`src/rtl/dfa_tl_pkg.sv`:
```
package dfa_tl_pkg;

   // Longest token length that is counted; the count saturates there.
   localparam int MAX_TOKEN_LEN = 255;
   localparam logic [7:0] LEN_CAP = 8'((MAX_TOKEN_LEN < 255) ? MAX_TOKEN_LEN : 255);

   // Leading characters of a token that are kept for keyword and operator matching.
   localparam int PREFIX_DEPTH = 6;
   localparam int PREFIX_IDX_W = $clog2(PREFIX_DEPTH);

   // Character classes.
   typedef enum logic [3:0] {
      CLS_BLANK  = 4'd0,
      CLS_DIGIT  = 4'd1,
      CLS_DOT    = 4'd2,
      CLS_LETTER = 4'd3,
      CLS_OPER   = 4'd4,
      CLS_SEP    = 4'd5,
      CLS_SQUOTE = 4'd6,
      CLS_DQUOTE = 4'd7,
      CLS_EOT    = 4'd8,
      CLS_BAD    = 4'd9
   } cls_type;

   // Lexer states; ST_DONE and ST_NONE only appear as table outcomes.
   typedef enum logic [3:0] {
      ST_START      = 4'd0,
      ST_IDENT      = 4'd1,
      ST_INT        = 4'd2,
      ST_FLOAT      = 4'd3,
      ST_OPER       = 4'd4,
      ST_SEP        = 4'd5,
      ST_CHAR_OPEN  = 4'd6,
      ST_CHAR_BODY  = 4'd7,
      ST_CHAR_CLOSE = 4'd8,
      ST_STR_BODY   = 4'd9,
      ST_STR_CLOSE  = 4'd10,
      ST_DOT        = 4'd11,
      ST_DONE       = 4'd12,
      ST_NONE       = 4'd13
   } state_type;

   localparam int NUM_STATES  = 12;
   localparam int NUM_CLASSES = 9;

   // Token kinds.
   localparam logic [3:0] KIND_IDENT   = 4'd0;
   localparam logic [3:0] KIND_KEYWORD = 4'd1;
   localparam logic [3:0] KIND_INT     = 4'd2;
   localparam logic [3:0] KIND_FLOAT   = 4'd3;
   localparam logic [3:0] KIND_OPER    = 4'd4;
   localparam logic [3:0] KIND_SEP     = 4'd5;
   localparam logic [3:0] KIND_CHAR    = 4'd6;
   localparam logic [3:0] KIND_STRING  = 4'd7;
   localparam logic [3:0] KIND_DOT     = 4'd8;

   // Token codes.
   localparam logic [4:0] CODE_NONE   = 5'd0;
   localparam logic [4:0] KW_INT      = 5'd1;
   localparam logic [4:0] KW_VOID     = 5'd2;
   localparam logic [4:0] KW_RETURN   = 5'd3;
   localparam logic [4:0] KW_CONST    = 5'd4;
   localparam logic [4:0] KW_MAIN     = 5'd5;
   localparam logic [4:0] KW_STRUCT   = 5'd6;
   localparam logic [4:0] OP_PLUS     = 5'd7;
   localparam logic [4:0] OP_MINUS    = 5'd8;
   localparam logic [4:0] OP_STAR     = 5'd9;
   localparam logic [4:0] OP_SLASH    = 5'd10;
   localparam logic [4:0] OP_PERCENT  = 5'd11;
   localparam logic [4:0] OP_ASSIGN   = 5'd12;
   localparam logic [4:0] OP_GT       = 5'd13;
   localparam logic [4:0] OP_LT       = 5'd14;
   localparam logic [4:0] OP_EQ       = 5'd15;
   localparam logic [4:0] OP_LE       = 5'd16;
   localparam logic [4:0] OP_GE       = 5'd17;
   localparam logic [4:0] OP_NE       = 5'd18;
   localparam logic [4:0] OP_AND      = 5'd19;
   localparam logic [4:0] OP_OR       = 5'd20;
   localparam logic [4:0] SEP_LPAREN  = 5'd21;
   localparam logic [4:0] SEP_RPAREN  = 5'd22;
   localparam logic [4:0] SEP_LBRACE  = 5'd23;
   localparam logic [4:0] SEP_RBRACE  = 5'd24;
   localparam logic [4:0] SEP_SEMI    = 5'd25;
   localparam logic [4:0] SEP_COMMA   = 5'd26;

   // Error codes.
   localparam logic [1:0] ERR_NONE     = 2'd0;
   localparam logic [1:0] ERR_BAD_CHAR = 2'd1;
   localparam logic [1:0] ERR_NO_TRANS = 2'd2;
   localparam logic [1:0] ERR_BAD_OPER = 2'd3;

   // Match results from the prefix matcher.
   typedef struct packed {
      logic [4:0] kw_code;
      logic [4:0] op_code;
      logic [4:0] sep_code;
   } match_type;

   // Transition table, one row per state, one column per character class.
   localparam state_type NEXT_TAB [NUM_STATES][NUM_CLASSES] = '{
      '{ST_START, ST_INT, ST_NONE, ST_IDENT, ST_OPER, ST_SEP, ST_CHAR_OPEN,
        ST_STR_BODY, ST_DONE},
      '{ST_START, ST_IDENT, ST_DOT, ST_IDENT, ST_OPER, ST_SEP, ST_NONE,
        ST_NONE, ST_NONE},
      '{ST_START, ST_INT, ST_FLOAT, ST_NONE, ST_OPER, ST_SEP, ST_NONE,
        ST_NONE, ST_NONE},
      '{ST_START, ST_FLOAT, ST_NONE, ST_NONE, ST_OPER, ST_SEP, ST_NONE,
        ST_NONE, ST_NONE},
      '{ST_START, ST_INT, ST_NONE, ST_IDENT, ST_OPER, ST_SEP, ST_CHAR_OPEN,
        ST_STR_BODY, ST_NONE},
      '{ST_START, ST_INT, ST_NONE, ST_IDENT, ST_OPER, ST_SEP, ST_CHAR_OPEN,
        ST_STR_BODY, ST_DONE},
      '{ST_NONE, ST_CHAR_BODY, ST_NONE, ST_CHAR_BODY, ST_NONE, ST_NONE, ST_NONE,
        ST_NONE, ST_NONE},
      '{ST_NONE, ST_NONE, ST_NONE, ST_NONE, ST_NONE, ST_NONE, ST_CHAR_CLOSE,
        ST_NONE, ST_NONE},
      '{ST_START, ST_NONE, ST_NONE, ST_NONE, ST_OPER, ST_SEP, ST_NONE,
        ST_NONE, ST_NONE},
      '{ST_NONE, ST_STR_BODY, ST_STR_BODY, ST_STR_BODY, ST_NONE, ST_NONE, ST_NONE,
        ST_STR_CLOSE, ST_NONE},
      '{ST_START, ST_NONE, ST_NONE, ST_NONE, ST_OPER, ST_SEP, ST_NONE,
        ST_NONE, ST_NONE},
      '{ST_NONE, ST_NONE, ST_NONE, ST_IDENT, ST_NONE, ST_NONE, ST_NONE,
        ST_NONE, ST_NONE}
   };

   // Bit k set: a character of class k ends the token held in that state.
   localparam logic [NUM_CLASSES-1:0] EMIT_MASK [NUM_STATES] = '{
      9'h000, 9'h035, 9'h031, 9'h031, 9'h0EB, 9'h1FB,
      9'h000, 9'h000, 9'h031, 9'h000, 9'h031, 9'h008
   };

   // Sort one character into its class.
   function automatic cls_type classify(input logic [7:0] c);
      cls_type cls;
      case (c) inside
         " ", "\n", "\t":                     cls = CLS_BLANK;
         ["0":"9"]:                           cls = CLS_DIGIT;
         ".":                                 cls = CLS_DOT;
         "_", ["a":"z"], ["A":"Z"]:           cls = CLS_LETTER;
         "+", "-", "*", "/", "!", "=", "<", ">", "&", "|":
                                              cls = CLS_OPER;
         "{", "}", "(", ")", ";", ",":        cls = CLS_SEP;
         "'":                                 cls = CLS_SQUOTE;
         "\"":                                cls = CLS_DQUOTE;
         "$":                                 cls = CLS_EOT;
         default:                             cls = CLS_BAD;
      endcase
      return cls;
   endfunction

endpackage

```
`src/rtl/dfa_tl_match.sv`:
```
module dfa_tl_match (
   input  logic [7:0]             prefix [dfa_tl_pkg::PREFIX_DEPTH],
   input  logic [7:0]             length,
   output dfa_tl_pkg::match_type  match
);

   // Keyword lookup: length and kept characters must both agree.
   always_comb begin
      match.kw_code = dfa_tl_pkg::CODE_NONE;
      if (length == 8'd3 && {prefix[0], prefix[1], prefix[2]} == "int") begin
         match.kw_code = dfa_tl_pkg::KW_INT;
      end else if (length == 8'd4 &&
                   {prefix[0], prefix[1], prefix[2], prefix[3]} == "void") begin
         match.kw_code = dfa_tl_pkg::KW_VOID;
      end else if (length == 8'd6 && {prefix[0], prefix[1], prefix[2], prefix[3],
                                      prefix[4], prefix[5]} == "return") begin
         match.kw_code = dfa_tl_pkg::KW_RETURN;
      end else if (length == 8'd5 && {prefix[0], prefix[1], prefix[2], prefix[3],
                                      prefix[4]} == "const") begin
         match.kw_code = dfa_tl_pkg::KW_CONST;
      end else if (length == 8'd4 &&
                   {prefix[0], prefix[1], prefix[2], prefix[3]} == "main") begin
         match.kw_code = dfa_tl_pkg::KW_MAIN;
      end else if (length == 8'd6 && {prefix[0], prefix[1], prefix[2], prefix[3],
                                      prefix[4], prefix[5]} == "struct") begin
         match.kw_code = dfa_tl_pkg::KW_STRUCT;
      end
   end

   // Operator lookup: one- and two-character operators only.
   always_comb begin
      match.op_code = dfa_tl_pkg::CODE_NONE;
      if (length == 8'd1) begin
         case (prefix[0])
            "+":     match.op_code = dfa_tl_pkg::OP_PLUS;
            "-":     match.op_code = dfa_tl_pkg::OP_MINUS;
            "*":     match.op_code = dfa_tl_pkg::OP_STAR;
            "/":     match.op_code = dfa_tl_pkg::OP_SLASH;
            "%":     match.op_code = dfa_tl_pkg::OP_PERCENT;
            "=":     match.op_code = dfa_tl_pkg::OP_ASSIGN;
            ">":     match.op_code = dfa_tl_pkg::OP_GT;
            "<":     match.op_code = dfa_tl_pkg::OP_LT;
            default: match.op_code = dfa_tl_pkg::CODE_NONE;
         endcase
      end else if (length == 8'd2) begin
         case ({prefix[0], prefix[1]})
            "==":    match.op_code = dfa_tl_pkg::OP_EQ;
            "<=":    match.op_code = dfa_tl_pkg::OP_LE;
            ">=":    match.op_code = dfa_tl_pkg::OP_GE;
            "!=":    match.op_code = dfa_tl_pkg::OP_NE;
            "&&":    match.op_code = dfa_tl_pkg::OP_AND;
            "||":    match.op_code = dfa_tl_pkg::OP_OR;
            default: match.op_code = dfa_tl_pkg::CODE_NONE;
         endcase
      end
   end

   // Separator lookup on the first character.
   always_comb begin
      match.sep_code = dfa_tl_pkg::CODE_NONE;
      if (length != 8'd0) begin
         case (prefix[0])
            "(":     match.sep_code = dfa_tl_pkg::SEP_LPAREN;
            ")":     match.sep_code = dfa_tl_pkg::SEP_RPAREN;
            "{":     match.sep_code = dfa_tl_pkg::SEP_LBRACE;
            "}":     match.sep_code = dfa_tl_pkg::SEP_RBRACE;
            ";":     match.sep_code = dfa_tl_pkg::SEP_SEMI;
            ",":     match.sep_code = dfa_tl_pkg::SEP_COMMA;
            default: match.sep_code = dfa_tl_pkg::CODE_NONE;
         endcase
      end
   end

endmodule

```
`src/rtl/dfa_token_lexer.sv`:
```
// Channel   Direction  Handshake               Beat contents
// req       in         req_valid / req_ready   req_char_code
// rsp       out        rsp_valid / rsp_ready   token valid, kind, code, length, error, end
//
// One character beat per cycle is sustained while the result side takes its beats; a
// character passes through the input register, then through the table lookup and
// prefix match into the result register.
// Synchronous active-high reset returns the lexer to the start state with no
// beats held. A stalled result holds its beat; the input register keeps taking
// a character while the result register drains.
module dfa_token_lexer (
   input  logic       clock,
   input  logic       reset,
   input  logic       req_valid,
   output logic       req_ready,
   input  logic [7:0] req_char_code,
   output logic       rsp_valid,
   input  logic       rsp_ready,
   output logic       rsp_token_valid,
   output logic [3:0] rsp_token_kind,
   output logic [4:0] rsp_token_code,
   output logic [7:0] rsp_token_length,
   output logic [1:0] rsp_error_code,
   output logic       rsp_end_of_text
);

   // Input register.
   logic       in_valid_ff, in_valid_in;
   logic [7:0] char_ff;

   // Lexer state.
   dfa_tl_pkg::state_type state_ff, state_in;
   logic [7:0]            len_ff, len_in;
   logic [7:0]            prefix_ff [dfa_tl_pkg::PREFIX_DEPTH];
   logic                  prefix_we;
   logic [dfa_tl_pkg::PREFIX_IDX_W-1:0] prefix_idx;

   // Result register.
   logic       rsp_valid_ff, rsp_valid_in;
   logic       tok_valid_ff, tok_valid_in;
   logic [3:0] kind_ff, kind_in;
   logic [4:0] code_ff, code_in;
   logic [7:0] length_ff, length_in;
   logic [1:0] err_ff, err_in;
   logic       eot_ff, eot_in;
   logic       has_rsp;

   logic                  fire;
   dfa_tl_pkg::cls_type   cls;
   dfa_tl_pkg::cls_type   cls_idx;
   dfa_tl_pkg::state_type st_idx;
   dfa_tl_pkg::state_type nx;
   logic                  emit;
   logic [7:0]            len_base;
   dfa_tl_pkg::match_type match;

   // Prefix matcher for keywords, operators and separators.
   dfa_tl_match u_match (
      .prefix (prefix_ff),
      .length (len_ff),
      .match  (match)
   );

   // Flow control: the held character is processed once the result slot frees.
   assign fire        = in_valid_ff && (!rsp_valid_ff || rsp_ready);
   assign req_ready   = !in_valid_ff || fire;
   assign in_valid_in = (req_valid && req_ready) || (in_valid_ff && !fire);

   always_comb begin
      if (fire) begin
         rsp_valid_in = has_rsp;
      end else if (rsp_ready) begin
         rsp_valid_in = 1'b0;
      end else begin
         rsp_valid_in = rsp_valid_ff;
      end
   end

   // Table lookup; illegal indexes are steered to safe rows and columns.
   always_comb begin
      cls     = dfa_tl_pkg::classify(char_ff);
      cls_idx = (cls == dfa_tl_pkg::CLS_BAD) ? dfa_tl_pkg::CLS_BLANK : cls;
      st_idx  = (state_ff > dfa_tl_pkg::ST_DOT) ? dfa_tl_pkg::ST_START : state_ff;
      nx      = dfa_tl_pkg::NEXT_TAB[st_idx][cls_idx];
      emit    = dfa_tl_pkg::EMIT_MASK[st_idx][cls_idx];
   end

   // Next state and result for the character in the input register.
   always_comb begin
      has_rsp      = 1'b0;
      tok_valid_in = 1'b0;
      kind_in      = dfa_tl_pkg::KIND_IDENT;
      code_in      = dfa_tl_pkg::CODE_NONE;
      length_in    = 8'd0;
      err_in       = dfa_tl_pkg::ERR_NONE;
      eot_in       = 1'b0;
      state_in     = state_ff;
      len_in       = len_ff;
      len_base     = len_ff;
      prefix_we    = 1'b0;
      prefix_idx   = len_ff[dfa_tl_pkg::PREFIX_IDX_W-1:0];

      if (cls == dfa_tl_pkg::CLS_BAD) begin
         has_rsp  = 1'b1;
         err_in   = dfa_tl_pkg::ERR_BAD_CHAR;
         state_in = dfa_tl_pkg::ST_START;
         len_in   = 8'd0;
      end else if (emit && st_idx == dfa_tl_pkg::ST_OPER &&
                   match.op_code == dfa_tl_pkg::CODE_NONE) begin
         has_rsp  = 1'b1;
         err_in   = dfa_tl_pkg::ERR_BAD_OPER;
         state_in = dfa_tl_pkg::ST_START;
         len_in   = 8'd0;
      end else if (nx == dfa_tl_pkg::ST_NONE) begin
         has_rsp  = 1'b1;
         err_in   = dfa_tl_pkg::ERR_NO_TRANS;
         state_in = dfa_tl_pkg::ST_START;
         len_in   = 8'd0;
      end else begin
         // Report the finished token and restart the count.
         if (emit) begin
            has_rsp      = 1'b1;
            tok_valid_in = 1'b1;
            length_in    = len_ff;
            len_base     = 8'd0;
            unique case (st_idx)
               dfa_tl_pkg::ST_IDENT: begin
                  code_in = match.kw_code;
                  kind_in = (match.kw_code != dfa_tl_pkg::CODE_NONE) ?
                            dfa_tl_pkg::KIND_KEYWORD : dfa_tl_pkg::KIND_IDENT;
               end
               dfa_tl_pkg::ST_INT:        kind_in = dfa_tl_pkg::KIND_INT;
               dfa_tl_pkg::ST_FLOAT:      kind_in = dfa_tl_pkg::KIND_FLOAT;
               dfa_tl_pkg::ST_OPER: begin
                  kind_in = dfa_tl_pkg::KIND_OPER;
                  code_in = match.op_code;
               end
               dfa_tl_pkg::ST_SEP: begin
                  kind_in = dfa_tl_pkg::KIND_SEP;
                  code_in = match.sep_code;
               end
               dfa_tl_pkg::ST_CHAR_CLOSE: kind_in = dfa_tl_pkg::KIND_CHAR;
               dfa_tl_pkg::ST_STR_CLOSE:  kind_in = dfa_tl_pkg::KIND_STRING;
               default:                   kind_in = dfa_tl_pkg::KIND_DOT;
            endcase
         end

         if (nx == dfa_tl_pkg::ST_DONE) begin
            has_rsp  = 1'b1;
            eot_in   = 1'b1;
            state_in = dfa_tl_pkg::ST_START;
            len_in   = 8'd0;
         end else begin
            state_in   = nx;
            len_in     = len_base;
            prefix_idx = len_base[dfa_tl_pkg::PREFIX_IDX_W-1:0];
            // Blanks and quotes are not part of the token text.
            if (cls != dfa_tl_pkg::CLS_BLANK && cls != dfa_tl_pkg::CLS_SQUOTE &&
                cls != dfa_tl_pkg::CLS_DQUOTE) begin
               prefix_we = (len_base < 8'(dfa_tl_pkg::PREFIX_DEPTH));
               if (len_base < dfa_tl_pkg::LEN_CAP) begin
                  len_in = len_base + 8'd1;
               end
            end
         end
      end
   end

   // Control registers.
   always_ff @(posedge clock) begin
      if (reset) begin
         in_valid_ff  <= 1'b0;
         rsp_valid_ff <= 1'b0;
         state_ff     <= dfa_tl_pkg::ST_START;
         len_ff       <= 8'd0;
      end else begin
         in_valid_ff  <= in_valid_in;
         rsp_valid_ff <= rsp_valid_in;
         if (fire) begin
            state_ff <= state_in;
            len_ff   <= len_in;
         end
      end
   end

   // Payload registers.
   always_ff @(posedge clock) begin
      if (req_valid && req_ready) begin
         char_ff <= req_char_code;
      end
      if (fire && prefix_we) begin
         prefix_ff[prefix_idx] <= char_ff;
      end
      if (fire && has_rsp) begin
         tok_valid_ff <= tok_valid_in;
         kind_ff      <= kind_in;
         code_ff      <= code_in;
         length_ff    <= length_in;
         err_ff       <= err_in;
         eot_ff       <= eot_in;
      end
   end

   assign rsp_valid        = rsp_valid_ff;
   assign rsp_token_valid  = tok_valid_ff;
   assign rsp_token_kind   = kind_ff;
   assign rsp_token_code   = code_ff;
   assign rsp_token_length = length_ff;
   assign rsp_error_code   = err_ff;
   assign rsp_end_of_text  = eot_ff;

endmodule

```
`config.mk`:
```
export PLATFORM = sky130hd
export DESIGN_NAME = dfa_token_lexer
export DESIGN_NICKNAME = d
export VERILOG_FILES = /design/src/rtl/dfa_tl_pkg.sv /design/src/rtl/dfa_tl_match.sv /design/src/rtl/dfa_token_lexer.sv
export SDC_FILE = /design/constraint.sdc
export NUM_CORES = 1
export LEC_CHECK = 0
export ABC_AREA = 1
export BUFFER_PORTS_ARGS = -buffer_cell sky130_fd_sc_hd__clkbuf_2
export CAP_MARGIN = 20
export CELL_PAD_IN_SITES_DETAIL_PLACEMENT = 1
export CELL_PAD_IN_SITES_GLOBAL_PLACEMENT = 2
export CORE_MARGIN = 4
export CORE_UTILIZATION = 30
export DETAILED_ROUTE_END_ITERATION = 7
export GPL_ROUTABILITY_DRIVEN = 0
export PLACE_DENSITY = 0.8
export SYNTH_ARGS = -nofsm -noshare
export SYNTH_HDL_FRONTEND = slang
export SYNTH_SLANG_ARGS = --single-unit
```
`constraint.sdc`:
```
create_clock -name clock -period 3.3 [get_ports clock]
set_clock_uncertainty 0.05 [all_clocks]
set_input_delay 0.33 -clock clock [delete_from_list [all_inputs] [get_ports clock]]
set_output_delay 0.33 -clock clock [all_outputs]
set_load 0.05 [all_outputs]
```
==> Yosys cells after proc, flatten, opt, wreduce, memory -nomap -nowiden <==
Memories as Yosys holds them, arrays and structs flattened.
Cells that the tools add are included.
W data, S select, Z words.
{ "word_totals": {"ff_bits": 91, "mem_bits_ro": 720, "input_bits": 12, "mem_count": 2} }
{ "op_classes": {"addsub": 1, "magnitude_cmp": 14, "eq_ne": 68, "muxes": 71, "bitwise": 4, "reduce_logical": 37} }
{ "mem_list": {"columns": ["name", "words", "width", "read_ports", "rd_ports_with_merged_regs", "wr", "line_no", "rtl"], "rows": [
  ["(no name shown)", 16, 36, 1, 0, 0, "dfa_token_lexer.sv:84", "nx = dfa_tl_pkg::NEXT_TAB[st_idx][cls_idx];"],
  ["(no name shown)", 16, 9, 1, 0, 0, "dfa_token_lexer.sv:85", "emit = dfa_tl_pkg::EMIT_MASK[st_idx][cls_idx];"]
]} }
{ "ops": {"columns": ["cell", "count"], "rows": [
  ["$eq A8 B6 Y1 const B", 30],
  ["$eq A48 B47 Y1 const B", 2],
  ["$mux W8", 11],
  ["$eq A16 B14 Y1 const B", 5],
  ["$mux W36", 2],
  ["$eq A32 B31 Y1 const B", 2],
  ["$mux W4", 16],
  ["$pmux W5 S6", 2],
  ["$bwmux W48", 1],
  ["$eq A8 B7 Y1 const B", 6],
  ["$eq A40 B39 Y1 const B", 1],
  ["$mux W5", 8],
  ["$pmux W4 S8", 1],
  ["$pmux W4 S7", 1],
  ["$demux W8 S3", 1],
  ["$eq A24 B23 Y1 const B", 1],
  ["$eq A8 B3 Y1 const B", 3],
  ["$eq A4 B4 Y1 const B", 5],
  ["$logic_and A1 B1 Y1", 19],
  ["$mux W9", 2],
  ["$bmux W4 S4", 1],
  ["$eq A16 B15 Y1 const B", 1],
  ["$eq A8 B2 Y1 const B", 2],
  ["$eq A8 B4 Y1 const B", 2],
  ["other kinds (37)", 70]
]} }

==> Logic depth before layout (Yosys ltp) <==
Gate-level depths: netlist (run 1).
{ "depth": {"ltp_word": 30, "mapped_depth": 27, "ltp_nobuf": 27} }

==> Modules after synthesis <==
A second synthesis (run 1) with hierarchy kept.
{ "hier_totals": {"cells_unflattened": 757, "area_unflattened_um2": 5816.8} }
{ "modules_own_cells": {"columns": ["mod", "instances", "cells_per_inst", "area_per_inst_um2"], "rows": [
  ["dfa_token_lexer", 1, 518, 4720.8],
  ["dfa_tl_match", 1, 239, 1096.1]
]} }

==> Least setup slack after synthesis (run 1) <==
OpenSTA, ideal clock, no wires.
{ "synth_timing": {"kind": "reg2reg", "start": "register state_ff[2]", "end": "register prefix_ff[16] (netlist name) (enable)", "arrival_ns": 2.997, "slack_ns": -0.118, "stages_incl_launch_ff": 22, "path_cell_list": "dfxtp_1 -> ha_1 -> nor2_1 -> inv_1 -> ha_1 -> nor2_1 -> inv_1 -> o21ai_0 -> or2_2 -> nand3_1 -> nand3_1 -> nand2_1 -> nand3_2 -> nand2_4 -> or2_4 -> nand2_2 -> inv_2 -> nand2_4 -> nor2_2 -> inv_2 -> nand3_1 -> nor2_1"} }
{ "synth_via": {"elab_chain_cells": 19, "word_cells_on_any_way": 30, "cone_classes": "2 x order compare; 3 x eq/ne; 19 x mux; 1 x bitwise; 3 x reduce/logical; 2 x memory"} }
{ "synth_lines": {"columns": ["item", "line_no", "rtl"], "rows": [
  ["start, declared", "dfa_token_lexer.sv:32", "dfa_tl_pkg::state_type state_ff, state_in;"],
  ["start signal, assigned", "dfa_token_lexer.sv:174", "state_ff <= dfa_tl_pkg::ST_START;"],
  ["start signal, assigned", "dfa_token_lexer.sv:180", "state_ff <= state_in;"],
  ["$gt A4 B4 Y1", "dfa_token_lexer.sv:83", "st_idx = (state_ff > dfa_tl_pkg::ST_DOT) ? dfa_tl_pkg::ST_START : state_ff;"],
  ["$mux W4 *", "dfa_token_lexer.sv:83", null],
  ["$not A4 Y5 (not written as such)", "dfa_token_lexer.sv:84, dfa_token_lexer.sv:85", null],
  ["$mem_v2 Z16 W9", null, null],
  ["$mux W9 (not written as such) (2 in series)", "dfa_token_lexer.sv:85", null],
  ["$bmux W1 S4", "dfa_token_lexer.sv:85", null],
  ["$mux W1 (not written as such)", "dfa_token_lexer.sv:85", null],
  ["$mux W8", "dfa_token_lexer.sv:121", "if (emit) begin"],
  ["(+2 left out)", null, null],
  ["$mux W8", "dfa_token_lexer.sv:103", "if (cls == dfa_tl_pkg::CLS_BAD) begin"],
  ["$lt A8 B3 Y1", "dfa_token_lexer.sv:160", "prefix_we = (len_base < 8'(dfa_tl_pkg::PREFIX_DEPTH));"],
  ["$mux W1", "dfa_token_lexer.sv:158", "if (cls != dfa_tl_pkg::CLS_BLANK && cls != dfa_tl_pkg::CLS_SQUOTE &&"],
  ["$mux W1", "dfa_token_lexer.sv:148", "if (nx == dfa_tl_pkg::ST_DONE) begin"],
  ["$mux W1", "dfa_token_lexer.sv:114", "end else if (nx == dfa_tl_pkg::ST_NONE) begin"],
  ["$mux W1 *", "dfa_token_lexer.sv:108", "end else if (emit && st_idx == dfa_tl_pkg::ST_OPER &&"],
  ["$mux W1 *", "dfa_token_lexer.sv:103", null],
  ["$logic_and A1 B1 Y1 *", "dfa_token_lexer.sv:191", "if (fire && prefix_we) begin"],
  ["end signal, assigned by index", "dfa_token_lexer.sv:192", "prefix_ff[prefix_idx] <= char_ff;"],
  ["end, declared", "dfa_token_lexer.sv:34", "logic [7:0] prefix_ff [dfa_tl_pkg::PREFIX_DEPTH];"]
]} }
Mark *: on every way between the ends. The rest lies on a longest branch, timed or not. The select of a mux whose other input is x is not followed.
A chain may end at the register's enable or synchronous reset.

==> Final worst setup path (run 1) <==
{ "layout_timing": {"start": "register char_ff[2]", "end": "register prefix_ff[32] (netlist name) (enable)"} }
{ "layout_via": {"elab_chain_cells": 25, "word_cells_on_any_way": 74, "cone_classes": "7 x order compare; 29 x eq/ne; 24 x mux; 1 x bitwise; 13 x reduce/logical"} }
{ "layout_lines": {"columns": ["item", "line_no", "rtl"], "rows": [
  ["start, declared", "dfa_token_lexer.sv:29", "logic [7:0] char_ff;"],
  ["start signal, assigned", "dfa_token_lexer.sv:189", "char_ff <= req_char_code;"],
  ["$eq A8 B6 Y1", "dfa_token_lexer.sv:81", "cls = dfa_tl_pkg::classify(char_ff);"],
  ["$mux W1", "dfa_tl_pkg.sv:136", "case (c) inside"],
  ["$mux W4 (7 in series)", "dfa_tl_pkg.sv:136", null],
  ["$mux W4 *", "dfa_tl_pkg.sv:136", null],
  ["$eq A4 B4 Y1", "dfa_token_lexer.sv:82, dfa_token_lexer.sv:103", null],
  ["$mux W4", "dfa_token_lexer.sv:82", "cls_idx = (cls == dfa_tl_pkg::CLS_BAD) ? dfa_tl_pkg::CLS_BLANK : cls;"],
  ["$bmux W1 S4", "dfa_token_lexer.sv:85", null],
  ["$mux W1 (not written as such)", "dfa_token_lexer.sv:85", null],
  ["(+3 left out)", null, null],
  ["$mux W8", "dfa_token_lexer.sv:103", null],
  ["$lt A8 B3 Y1", "dfa_token_lexer.sv:160", null],
  ["$mux W1", "dfa_token_lexer.sv:158", null],
  ["$mux W1", "dfa_token_lexer.sv:148", null],
  ["$mux W1", "dfa_token_lexer.sv:114", null],
  ["$mux W1", "dfa_token_lexer.sv:108", null],
  ["$mux W1 *", "dfa_token_lexer.sv:103", null],
  ["$logic_and A1 B1 Y1 *", "dfa_token_lexer.sv:191", null]
]} }
Marked as above.

==> run summary, run 1 <==
The routed layout has 5457 vias. The depth of the worst hold-timing path was 1. After clock tree synthesis, the clock-pin slew on the worst setup and hold paths is 0.07 ns. The final critical-path setup slack came out at -0.1261 ns.

For this run, the post-layout net count is 870. Slowest stage cell on the critical path: edfxtp_1. The origin of the critical flop-to-flop path is char_ff[2]. The tools report the cell area after technology mapping as 5607 um^2. The number of nets handed over by synthesis was 746. The finished layout holds 1081 standard cells, fillers aside. The synthesized design contains 77 enable-type register cells. Relative to the synthesized area, the layout overhead comes to 33.61%.

Yosys instantiated no cell more often than nand2_1. The detail route stage leaves a number of antenna-violating nets equal to 0. During I/O placement, the number of pins put on the boundary was 35.

For the leakage power, the log shows 3.110 nW. 0 antenna diodes ended up in the layout. The power share of the combinational group is 0.198.

Post-synthesis async set-or-reset flop share: 0. In this run the number of H-tree levels came out at 3. The run gives 318 as the number of DRC markers in iteration 0. The routed design has 18950 um of wire. The final-report setup violation count was 48. The destination of the worst hold path was char_ff[5]. Setup repair after global routing could not meet its margin everywhere. Of all cell types, the one taking the most synthesized area is edfxtp_1. The slew at the pin with the worst max-slew slack is 0.5834 ns. Longest individual stage delay on the worst path: 0.52 ns.

The logs give 5747 for the via count of the first global-routing pass and 0 for the count of final max-slew check failures. The tools report the startpoint class of the critical path as a flop. In this run the register-to-register setup slack is -0.13 ns. The cell family contributing the most delay on the critical path is simple AND/OR/NAND/NOR gates. The portion of synthesized cell area occupied by the leading cell type is 0.4124, and the clock power share is 0.358.

The critical path goes through inv_2 > buf_6 > nand2_4 > nor2_4 > o21ai_2 > nand3_2 > nor2_8 > buf_6 > inv_2 > nor2_1 > nand2_1 > inv_2 > nand2_2 > nand3_2 > nand2_4 > or2_4 > nand2_4 > inv_2 > nand2_4 > nor2_4 > inv_4 > nand3_4 > nor2_2 > buf_6. The flow ran to the end, but the final reports show violations. The internal power of the cells totals 2.086 mW. The achievable frequency is 291.9 MHz, and the die outline width is 144.7 um. The number of hold buffers added after CTS was 0. In this run the worst hold path is classified as input port to flop.

The startpoint-to-endpoint class of the critical path was flop to flop. The detailed-placement wirelength estimate is 14250 um. The number of buffers and inverters on the critical path is 8.

Yosys printed 0 warnings. The longest clock path from root to sink contains 2 buffers. The vertical die dimension came out at 144.7 um. At the worst endpoint, the arrival time is 3.44 ns. Counting instances in the post-synthesis netlist gives the leading cell types as 149 x nand2_1, 106 x nor2_1, 104 x inv_1, 77 x edfxtp_1, 75 x nand3_1.

TritonCTS created 9 clock buffers. The average detailed-routed wire length per instance is 17.53 um, and the total of buffers placed on input and output ports is 34. Number of antenna violations at the first check in global routing: 0.

The number of placed instances, taps included, is 1029. The tool flagged a number of max-cap violations equal to 0. IR analysis of the VDD net gives a maximum drop of 215.8 uV. The count of mapped cells out of synthesis is 723, and the fraction of power spent switching nets is 0.2907. The number of different library cells used by synthesis comes to 44. The area of all placed cells without fillers is 7491 um^2, and the starting density of the core is 0.3089. For the required time of the critical path, the log shows 3.32 ns. The kind of capture point of the worst setup path is a flop. The first detailed-routing pass ran for 4 iterations. The share of cells above drive strength 1 is 0.2958.

After detailed routing, the number of remaining DRC violations is 0. The tools report the first-pass GRT wire length as 29300 um. In this run, synthesis produced a sequential element count of 91. The checks that failed: setup timing.

The average cell area after synthesis came out at 7.755 um^2. The floorplan step defined a die boundary enclosing 20940 um^2. The pin count of the biggest net entering global routing was 22.

Leading register cell type out of synthesis: edfxtp_1. The run gives 0.445 as the sequential share of power. The average via count per standard cell is 5.048. In this run the power density over the cells is 392.6 nW/um^2. The tools report the site row count as 49. For the worst flop-to-flop path, the logic depth is 24. The total area inside the core boundary comes to 18150 um^2. Number of clock sinks: 91. The leftover overflow at the end of global routing was 0; the clock network latency to the later pin of the worst-skew pair was 0.35 ns. The run gives 0.1777 as the total global-route track usage.

The total of fill cells in the finished design came out at 2197. Sorting the synthesized cells by area gives the leading types as edfxtp_1 41%, nand2_1 10%, nor2_1 7.1%. The final worst-path cycle share was 1.038. The final hold violation count was 0. TritonCTS built the clock tree. The startpoint identified for the worst hold timing path is req_char_code[5]. The placed instances occupy a cell area of 6412 um^2. The relative max-transition margin was 0.6101. The logs give 0.4624 for the register area share after synthesis and 854.9 uW for the net switching power.

Of all nets on the critical path, the largest fanout is 8. Time the final worst path needs with I/O delays and setup: 3.426 ns. Capture instance of the worst register-to-register path: prefix_ff[32]. The buffer type at the clock tree root is clkbuf_16.
-- sequential cells by signal, indices dropped and copies added (netlist names) --
| register | count |
|---|---|
| prefix_ff | 48 |
| char_ff | 8 |
| len_ff | 8 |
| rsp_token_length | 8 |
| rsp_token_code | 5 |
| rsp_token_kind | 4 |
| state_ff | 4 |
| rsp_error_code | 2 |
| in_valid_ff | 1 |
| rsp_end_of_text | 1 |
| rsp_token_valid | 1 |
| rsp_valid | 1 |
-- worst max path at each step --
stage / slack [ns] / to / start / cells after the start
finish: -0.13 / prefix_ff[32] / char_ff[2] / 24
global route: -0.34 / prefix_ff[33] / char_ff[2] / 24
CTS: -0.02 / prefix_ff[33] / char_ff[2] / 22
detailed placement: -0.21 / len_ff[7] / char_ff[1] / 24
global placement: -0.07 / prefix_ff[23] / char_ff[1] / 20
floorplan: -0.12 / prefix_ff[16] / state_ff[2] / 21
-- logic make-up after synthesis --
group / Yosys count / synth area share
compound gates: 76 / 0.08034
flops: 91 / 0.4624
buf+inv: 131 / 0.09082
xor+xnor: 1 / 0.001562
fa+ha+maj: 11 / 0.02455
simple gates: 413 / 0.3403
-- layout by cell type (no fill, tap or decap), types with 5 or more instances in the layout --
cell | netlist | routed
nand2_1 | 149 | 130
inv_1 | 104 | 102
nor2_1 | 106 | 88
edfxtp_1 | 77 | 77
buf_4 | 2 | 71
nand3_1 | 75 | 61
clkbuf_2 | 0 | 34
a21oi_1 | 31 | 28
nand2_2 | 5 | 21
nand4_1 | 19 | 19
nor3_1 | 17 | 17
nor2_4 | 3 | 16
inv_2 | 15 | 15
nor4_1 | 14 | 14
buf_6 | 1 | 14
dfxtp_1 | 14 | 14
nand3_2 | 5 | 13
o21ai_0 | 17 | 13
nor2_2 | 6 | 11
clkbuf_16 | 0 | 11
ha_1 | 11 | 10
nand3_4 | 0 | 7
o21ai_2 | 3 | 6
o21ai_1 | 6 | 6
nand2_4 | 4 | 5
-- per-layer routing --
layer,GRT usage,share of wire,up-vias
li1,-,-,2664
met1,0.2277,0.44,2672
met2,0.3158,0.52,95
met3,0.01906,0.027,26
met4,0.05400,0.017,0
met5,0,0,-
-- timing repair --
action	CTS	global route
setup endpoints to repair	77	93
gates cloned	1	4
pin swaps	5	35
setup buffers	10	21
resized for setup	22	96
-- through the flow --
stage | total power [mW] | utilization | setup slack (ns) | TNS [ns] | hold WS (ns)
6_report | 2.941 | 0.4128 | -0.1261 | -4.825 | 0.1071
5_1_grt | 3.068 | 0.4128 | -0.3422 | -22.12 | 0.09653
4_1_cts | 2.840 | 0.3790 | -0.01633 | -0.2288 | 0.09872
3_5_place_dp | 1.776 | 0.3534 | -0.2114 | -6.045 | 0.4148
3_3_place_gp | 1.764 | 0.3534 | -0.07147 | -1.310 | 0.4065
2_1_floorplan | 1.610 | - | -0.1175 | -4.659 | 0.3491
-- power by group through the flow --
stage                     sequential (mW)  clock, mW  combinational (mW)
final                                1.31       1.05               0.581
after global routing                 1.31       1.13               0.632
after CTS                            1.31       1.07               0.462
after detailed placement             1.33          0               0.443
after global placement               1.33          0               0.434
after floorplan                      1.39          0               0.220
-- area by class of cell --
cell class | instances | area [um^2] | area share
Clock buffer | 9 | 225.2 | 0.03007
Clock inverter | 7 | 76.32 | 0.01019
Inverter | 120 | 457.9 | 0.06113
Timing Repair Buffer | 122 | 930.9 | 0.1243
Sequential cell | 91 | 2592 | 0.3461
Tap cell | 229 | 286.5 | 0.03825
Multi-Input combinational cell | 503 | 2922 | 0.3900
Power figures use the tool's default switching activity.
==> run 2: changes to the inputs <==
--- a/config.mk
+++ b/config.mk
@@ -8,13 +8,10 @@
 export ABC_AREA = 1
 export BUFFER_PORTS_ARGS = -buffer_cell sky130_fd_sc_hd__clkbuf_2
 export CAP_MARGIN = 20
-export CELL_PAD_IN_SITES_DETAIL_PLACEMENT = 1
-export CELL_PAD_IN_SITES_GLOBAL_PLACEMENT = 2
-export CORE_MARGIN = 4
 export CORE_UTILIZATION = 30
 export DETAILED_ROUTE_END_ITERATION = 7
 export GPL_ROUTABILITY_DRIVEN = 0
-export PLACE_DENSITY = 0.8
+export PLACE_DENSITY = 0.56
 export SYNTH_ARGS = -nofsm -noshare
 export SYNTH_HDL_FRONTEND = slang
 export SYNTH_SLANG_ARGS = --single-unit
==> run 2 against run 1 <==
  * The flow finishes with violations (DRC)
  * Setup slack better by 0.16 ns
  * Sequential share of layout area grew 1.3 points
  * Global-route usage is 2.0 points lower
  * Clock-buffer cell count stayed put
  * Die area is 8.1% lower
  * Highest routed layer unchanged
==> run summary, run 2 (synthesized netlist as in run 1, its figures left out) <==
The flow ran to the end, but the final reports show violations. The checks that failed: DRC. The post-CTS clock slew at the launch and capture registers of the worst setup and hold paths works out to 0.07 ns (about the same). Leaving out fill and tap cells, the most frequent cells in the layout are 132 x nand2_1, 100 x inv_1, 89 x nor2_1. The run gives 3.32 ns (about the same) as the required time of the critical path. The number of top-level design ports is 35 (unchanged).

Walking the worst path, the cells encountered are nor2_4 > buf_6 > nand3_2 > nand2_1 > nand2_2 > nand2_2 > nor2_8 > nand2_4 > nand2_4 > buf_8 > inv_6 > nand3_2 > o211ai_1 > nand3_2 > nand2_2 > nand2_2 > nor2_4 > nor2_4 > inv_4 > nand3_2 > nor2_2 > buf_6. For the routed wire length, the log shows 15240 um (-20%). The number of DRC violations after detailed routing came out at 2 (+2).

For the detailed-placement wirelength estimate, the log shows 11450 um (-20%). The logs give 0 ns (+4.825 ns) for the summed negative setup slack over all endpoints and 7214 um^2 (-3.7%) for the area of all placed cells without fillers. The count of final max-slew check failures is 0 (unchanged), and the largest vdd supply drop is 232.5 uV (+7.7%). The most common library cell in the layout ignoring fill and taps is nand2_1. The overall power of the completed layout is 2.854 mW (-3.0%), and the pin count of the biggest net entering global routing is 19 (-14%). The total of buffers placed on input and output ports was 34 (unchanged); the longest individual stage delay on the worst path was 0.53 ns (about the same). Clock network latency to the later pin of the worst-skew pair: 0.35 ns (about the same). The area growth from synthesis to layout is 28.68%. The startpoint class of the critical path is a flop. The leftover overflow at the end of global routing is 0 (unchanged).

Setup repair after global routing could not meet its margin everywhere. The tools report the area taken by flip-flops and latches as 2592 um^2 (unchanged). The relative max-transition margin is 0.6311 (+0.02101), and the number of buffers added to fix hold violations after cts is 0 (unchanged).

The logs give 5186 (-5.0%) for the via count of the routed design and 0.3975 (-0.01524) for the post-layout utilization of the core. Power density over cell area: 395.6 nW/um^2 (+0.77%). Register with the highest flop count: prefix_ff.

The leakage power was 2.999 nW (-3.6%); the multi-input logic area was 2809 um^2 (-3.9%). Antenna diode count: 0 (unchanged). The count of TritonRoute iterations in the first routing pass is 7 (+3). The tightest min-delay check is of the input port to flop type. The number of clock sinks is 91 (unchanged), and the number of DRC markers in iteration 0 is 421 (+32%). The run gives 49 (unchanged) as the site row count. The pre-CTS worst setup slack was -0.1011 ns (+0.1103 ns); the biggest fanout along the worst timing path was 8 (unchanged). The vertical die dimension was 138.7 um (-4.1%).

The tools report the total placed instance area as 6372 um^2 (-0.62%). The run gives 18150 um^2 (unchanged) as the placeable core area. The share of cells above drive strength 1 was 0.2746 (-0.02119). The tools report the achievable frequency as 306.0 MHz (+4.8%). The cell sitting at the root of the clock tree is a clkbuf_16. The logs give 19240 um^2 (-8.1%) for the area of the die and 0 (unchanged) for the remaining antenna violation count.

The run gives 2 (unchanged) as the maximum count of clock buffers along a single path. The number of antenna violations at the first check in global routing was 0 (unchanged). TritonCTS built the clock tree. The tools report the final critical-path setup slack as 0.03213 ns (+0.1582 ns). The average detailed-routed wire length per instance was 14.34 um (-18%); the post-layout net count was 852 (-2.1%). The run gives 0 (unchanged) as the total of max-cap violations.

The starting density of the core was 0.3089 (unchanged); the time the final worst path needs with I/O delays and setup was 3.268 ns (-0.1582 ns). For the final-report setup violation count, the log shows 0 (-100%). The CTS buffer count was 9 (unchanged). The die outline width works out to 138.7 um (-4.1%). The slowest stage cell on the critical path was edfxtp_1. The maximum level of the CTS H-tree came out at 3 (unchanged). The first-pass GRT wire length is 24010 um (-18%).

The tools report the final hold violation count as 0 (unchanged). The total of fill cells in the finished design was 1827 (-17%). The average via count per standard cell was 4.879 (-3.4%). Startpoint-to-endpoint class of the critical path: flop to flop. The via count of the first global-routing pass was 4836 (-16%). The total global-route track usage was 0.1575 (-0.02012); the data arrival time at the worst-slack endpoint was 3.28 ns (-0.16 ns). The number of flip-flops in the largest register works out to 48 (unchanged). The kind of capture point of the worst setup path is a flop.

The slew at the pin with the worst max-slew slack came out at 0.5496 ns (-0.03379 ns). Final worst-path cycle share: 0.9903 (-0.04793).
[run 2: stage by stage]
step | instances | hold WS, ns
6_report | 1063 | 0.1050
3_3_place_gp | 1022 | 0.4068
4_1_cts | 1047 | 0.09326
5_1_grt | 1063 | 0.09328
2_1_floorplan | 723 | 0.3491
3_5_place_dp | 1022 | 0.4140
[run 2: final cells by class]
cell class / count / area share
multi-input cells: 502 / 0.3894
flip-flops and latches: 91 / 0.3593
repair buffers: 105 / 0.1063
inverters: 120 / 0.06417
well taps: 229 / 0.03972
clock buffers: 9 / 0.03122
clock inverters: 7 / 0.009886
[run 2: metal layers]
| metal | track usage | wire length, um | part of all wire |
|---|---|---|---|
| met1 | 0.2094 | 6972 | 0.46 |
| met2 | 0.2600 | 7258 | 0.48 |
| met3 | 0.02348 | 707 | 0.046 |
| met4 | 0.05848 | 303 | 0.020 |
| met5 | 0 | 0 | 0 |
[run 2: repair_timing]
item | 4_1_cts | 5_1_grt
gates resized for setup | 14 | 85
setup buffers | 9 | 14
setup endpoints to repair | 33 | 95
gates cloned | 0 | 2
pin swaps | 5 | 36
[run 2: critical path: cells and delay by family, from the launching register on]
kind | cells | cell delay, ns
buffers and inverters | 5 | 0.58
and+or+nand+nor | 16 | 1.70
DFF | 1 | 0.53
AOI/OAI and AO/OA | 1 | 0.10
[run 2: where the power goes]
part / internal (mW) / switching (mW) / leakage [nW] / total (mW)
clock: 0.533 / 0.499 / 0.145 / 1.03
sequential: 1.28 / 0.0256 / 0.821 / 1.31
combinational: 0.182 / 0.333 / 2.03 / 0.515
total: 2.00 / 0.858 / 3.00 / 2.85
[run 2: final timing paths]
path	from	to	slack, ns	cells after the start
max	char_ff[0]	prefix_ff[27]	0.03	22
min	req_char_code[4]	char_ff[4]	0.10	1
max reg2reg	char_ff[0]	prefix_ff[27]	0.03	22
min reg2reg	state_ff[0]	state_ff[0]	0.42	2
==> run 3: changes to the inputs <==
--- a/config.mk
+++ b/config.mk
@@ -7,10 +7,11 @@
 export LEC_CHECK = 0
 export ABC_AREA = 1
 export BUFFER_PORTS_ARGS = -buffer_cell sky130_fd_sc_hd__clkbuf_2
-export CAP_MARGIN = 20
+export CAP_MARGIN = 10
 export CORE_UTILIZATION = 30
 export DETAILED_ROUTE_END_ITERATION = 7
 export GPL_ROUTABILITY_DRIVEN = 0
+export MAX_ROUTING_LAYER = met4
 export PLACE_DENSITY = 0.56
 export SYNTH_ARGS = -nofsm -noshare
 export SYNTH_HDL_FRONTEND = slang
==> run 3 against run 2 <==
  * The run still ends with DRC left
  * Critical path depth did not move
  * Critical path type unchanged
  * Wire length rose by 0.28%
  * Total power barely moved
  * Hold slack got worse by 0.0025 ns
  * First-iteration DRC count fell by 1.9%
  * Maximum frequency fell by 0.12%
  * Sequential power barely moved
  * Setup slack got worse by 0.0041 ns
  * Clock power barely moved
  * Combinational power barely moved
==> run summary, run 3 (synthesized netlist as in run 1, its figures left out) <==
The run finished, with violations left. The final reports fail on DRC. The slowest stage cell on the critical path was edfxtp_1. The kind of cell adding the most delay to the critical path is simple AND/OR/NAND/NOR gates. The tools report the total placed instance area as 6372 um^2 (unchanged).

The run gives 1063 (unchanged) as the final standard cell count with taps included and fillers excluded. The leftover overflow at the end of global routing came out at 0 (unchanged). The site row count was 49 (unchanged). The tightest min-delay check is of the input port to flop type.

The top cell types in the final layout, fill and taps aside, are 132 x nand2_1, 100 x inv_1, 89 x nor2_1. The via count of the routed design was 5208 (+0.42%). The buffer type at the clock tree root is clkbuf_16. For the area of the die, the log shows 19240 um^2 (unchanged).

The worst register-to-register path begins at char_ff[0]. STA classifies the critical path startpoint as a flop. Die outline width: 138.7 um (unchanged). The signal on the critical path passes through nor2_4 > buf_6 > nand3_2 > nand2_1 > nand2_2 > nand2_2 > nor2_8 > nand2_4 > nand2_4 > buf_8 > inv_6 > nand3_2 > o211ai_1 > nand3_2 > nand2_2 > nand2_2 > nor2_4 > nor2_4 > inv_4 > nand3_2 > nor2_2 > buf_6.

The depth of the worst hold-timing path is 1 (unchanged). Biggest fanout along the worst timing path: 8 (unchanged). For the area of all placed cells without fillers, the log shows 7214 um^2 (unchanged). Total of buffers placed on input and output ports: 34 (unchanged).

The logs give 24020 um (about the same) for the first-pass GRT wire length and 3.29 ns (about the same) for the data arrival time at the worst-slack endpoint. The power density over cell area works out to 395.5 nW/um^2 (about the same). The achievable frequency was 305.6 MHz (-0.12%). The count of final max-slew check failures is 0 (unchanged), and the worst reg-to-reg setup slack is 0.03 ns (about the same). The run gives 2 (unchanged) as the maximum count of clock buffers along a single path. Average detailed-routed wire length per instance: 14.38 um (+0.28%). The post-CTS clock slew at the launch and capture registers of the worst setup and hold paths came out at 0.07 ns (about the same). For the clock network latency to the later pin of the worst-skew pair, the log shows 0.35 ns (about the same).

The destination of the worst hold path is char_ff[4]. The combined buffer and inverter count along the critical path came out at 5 (unchanged). Detailed-placement wirelength estimate: 11450 um (unchanged).

The tools report the starting density of the core as 0.3089 (unchanged). The smallest hold slack was 0.1024 ns (-0.002517 ns); the via count of the first global-routing pass was 4828 (-0.17%). Source of the worst hold timing path: req_char_code[4].

The longest individual stage delay on the worst path is 0.53 ns (about the same), and the number of DRC violations after detailed routing is 2 (unchanged). The logs give 0 (unchanged) for the final-report setup violation count and 0 (unchanged) for the remaining antenna violation count. The logs give 8 (+1) for the count of TritonRoute iterations in the first routing pass and 3 (unchanged) for the maximum level of the CTS H-tree. Setup repair after global routing could not meet its margin everywhere.

Overall power of the completed layout: 2.853 mW (about the same). TritonCTS built the clock tree. The vertical die dimension was 138.7 um (unchanged); the pin count of the biggest net entering global routing was 19 (unchanged).

The area overhead of the layout relative to synthesis works out to 28.68% (unchanged). The largest vdd supply drop is 235.5 uV (+1.3%), and the number of top-level design ports is 35 (unchanged). The CTS buffer count was 9 (unchanged).

Post-layout utilization of the core: 0.3975 (unchanged). The run gives 0 (unchanged) as the number of antenna violations at the first check in global routing. The logs give 0.6242 (-0.006914) for the relative max-transition margin and 0 (unchanged) for the antenna diode count.

The logs give 2.999 nW (unchanged) for the leakage power and 852 (unchanged) for the post-layout net count. The slew at the pin with the worst max-slew slack is 0.5623 ns (+0.01270 ns), and the share of cells above drive strength 1 is 0.2746 (unchanged). STA classifies the critical path endpoint as a flop.

The final worst-path cycle share came out at 0.9915 (+0.001237). Average via count per standard cell: 4.899 (+0.42%). For the number of DRC markers in iteration 0, the log shows 413 (-1.9%). Required time of the critical path: 3.32 ns (about the same). The worst register-to-register path ends at prefix_ff[24]. The final hold violation count was 0 (unchanged); the total of max-cap violations was 0 (unchanged). Register with the highest flop count: prefix_ff. Number of flip-flops in the largest register: 48 (unchanged). The total global-route track usage came out at 0.1623 (+0.004786).

The library cell used most frequently in the layout, excluding fill and tap cells, is nand2_1. The number of cells on the worst reg-to-reg path is 22 (unchanged). The logs give 15290 um (+0.28%) for the routed wire length and 1827 (unchanged) for the total of fill cells in the finished design. Placeable core area: 18150 um^2 (unchanged). Time the final worst path needs with I/O delays and setup: 3.272 ns (+0.004083 ns). The number of clock sinks is 91 (unchanged).

Number of cells after detailed placement: 1022 (unchanged). Startpoint-to-endpoint class of the critical path: flop to flop.
run 3: worst reg2reg max path, stage by stage, from the launching register on:
cell and delay (ns):
edfxtp_1 0.53, nor2_4 0.22, buf_6 0.12, nand3_2 0.07, nand2_1 0.10, nand2_2 0.07, nand2_2 0.11, nor2_8 0.07
nand2_4 0.10, nand2_4 0.09, buf_8 0.16, inv_6 0.07, nand3_2 0.06, o211ai_1 0.10, nand3_2 0.12, nand2_2 0.10
nand2_2 0.08, nor2_4 0.21, nor2_4 0.08, inv_4 0.09, nand3_2 0.11, nor2_2 0.13, buf_6 0.15
run 3: routing by layer:
metal	up-vias	global-route usage	wire length (um)
met2	163	0.2602	7264
met3	25	0.02279	793
met1	2392	0.2094	6927
li1	2628	-	-
met4	0	0.05848	301
met5	-	-	0
run 3: area by class of cell:
class / count / area [um^2] / share of cell area
Multi-Input combinational cell: 502 / 2809 / 0.3894
Sequential cell: 91 / 2592 / 0.3593
Timing Repair Buffer: 105 / 767.0 / 0.1063
Inverter: 120 / 462.9 / 0.06417
Tap cell: 229 / 286.5 / 0.03972
Clock buffer: 9 / 225.2 / 0.03122
Clock inverter: 7 / 71.32 / 0.009886
run 3: worst max-delay path by stage:
stage | startpoint | endpoint | cells after the start
final | char_ff[0] | prefix_ff[24] | 22
after global routing | char_ff[3] | prefix_ff[6] | 20
after CTS | char_ff[2] | prefix_ff[14] | 21
after detailed placement | char_ff[7] | prefix_ff[22] | 21
after global placement | char_ff[4] | prefix_ff[22] | 21
after floorplan | state_ff[2] | prefix_ff[16] | 21
run 3: stage by stage:
| step | setup TNS, ns | setup WS [ns] |
|---|---|---|
| finish | 0 | 0.02804 |
| global route | -6.281 | -0.1362 |
| CTS | -0.02641 | -0.005399 |
| detailed placement | -1.489 | -0.1011 |
| global placement | -1.886 | -0.1017 |
| floorplan | -4.659 | -0.1175 |
run 3: where the power goes:
part / switching (mW) / internal (mW)
sequential: 0.0255 / 1.28
combinational: 0.334 / 0.182
clock: 0.497 / 0.532
run 3: repair_timing:
| action | in CTS | in global routing |
|---|---|---|
| resized for setup | 14 | 85 |
| hold buffers | 0 | 0 |
| hold endpoints to repair | 0 | 0 |
| pin swaps | 5 | 36 |
| buffers inserted | 9 | 14 |
| endpoints found under the setup margin | 33 | 95 |
| gates cloned | 0 | 2 |
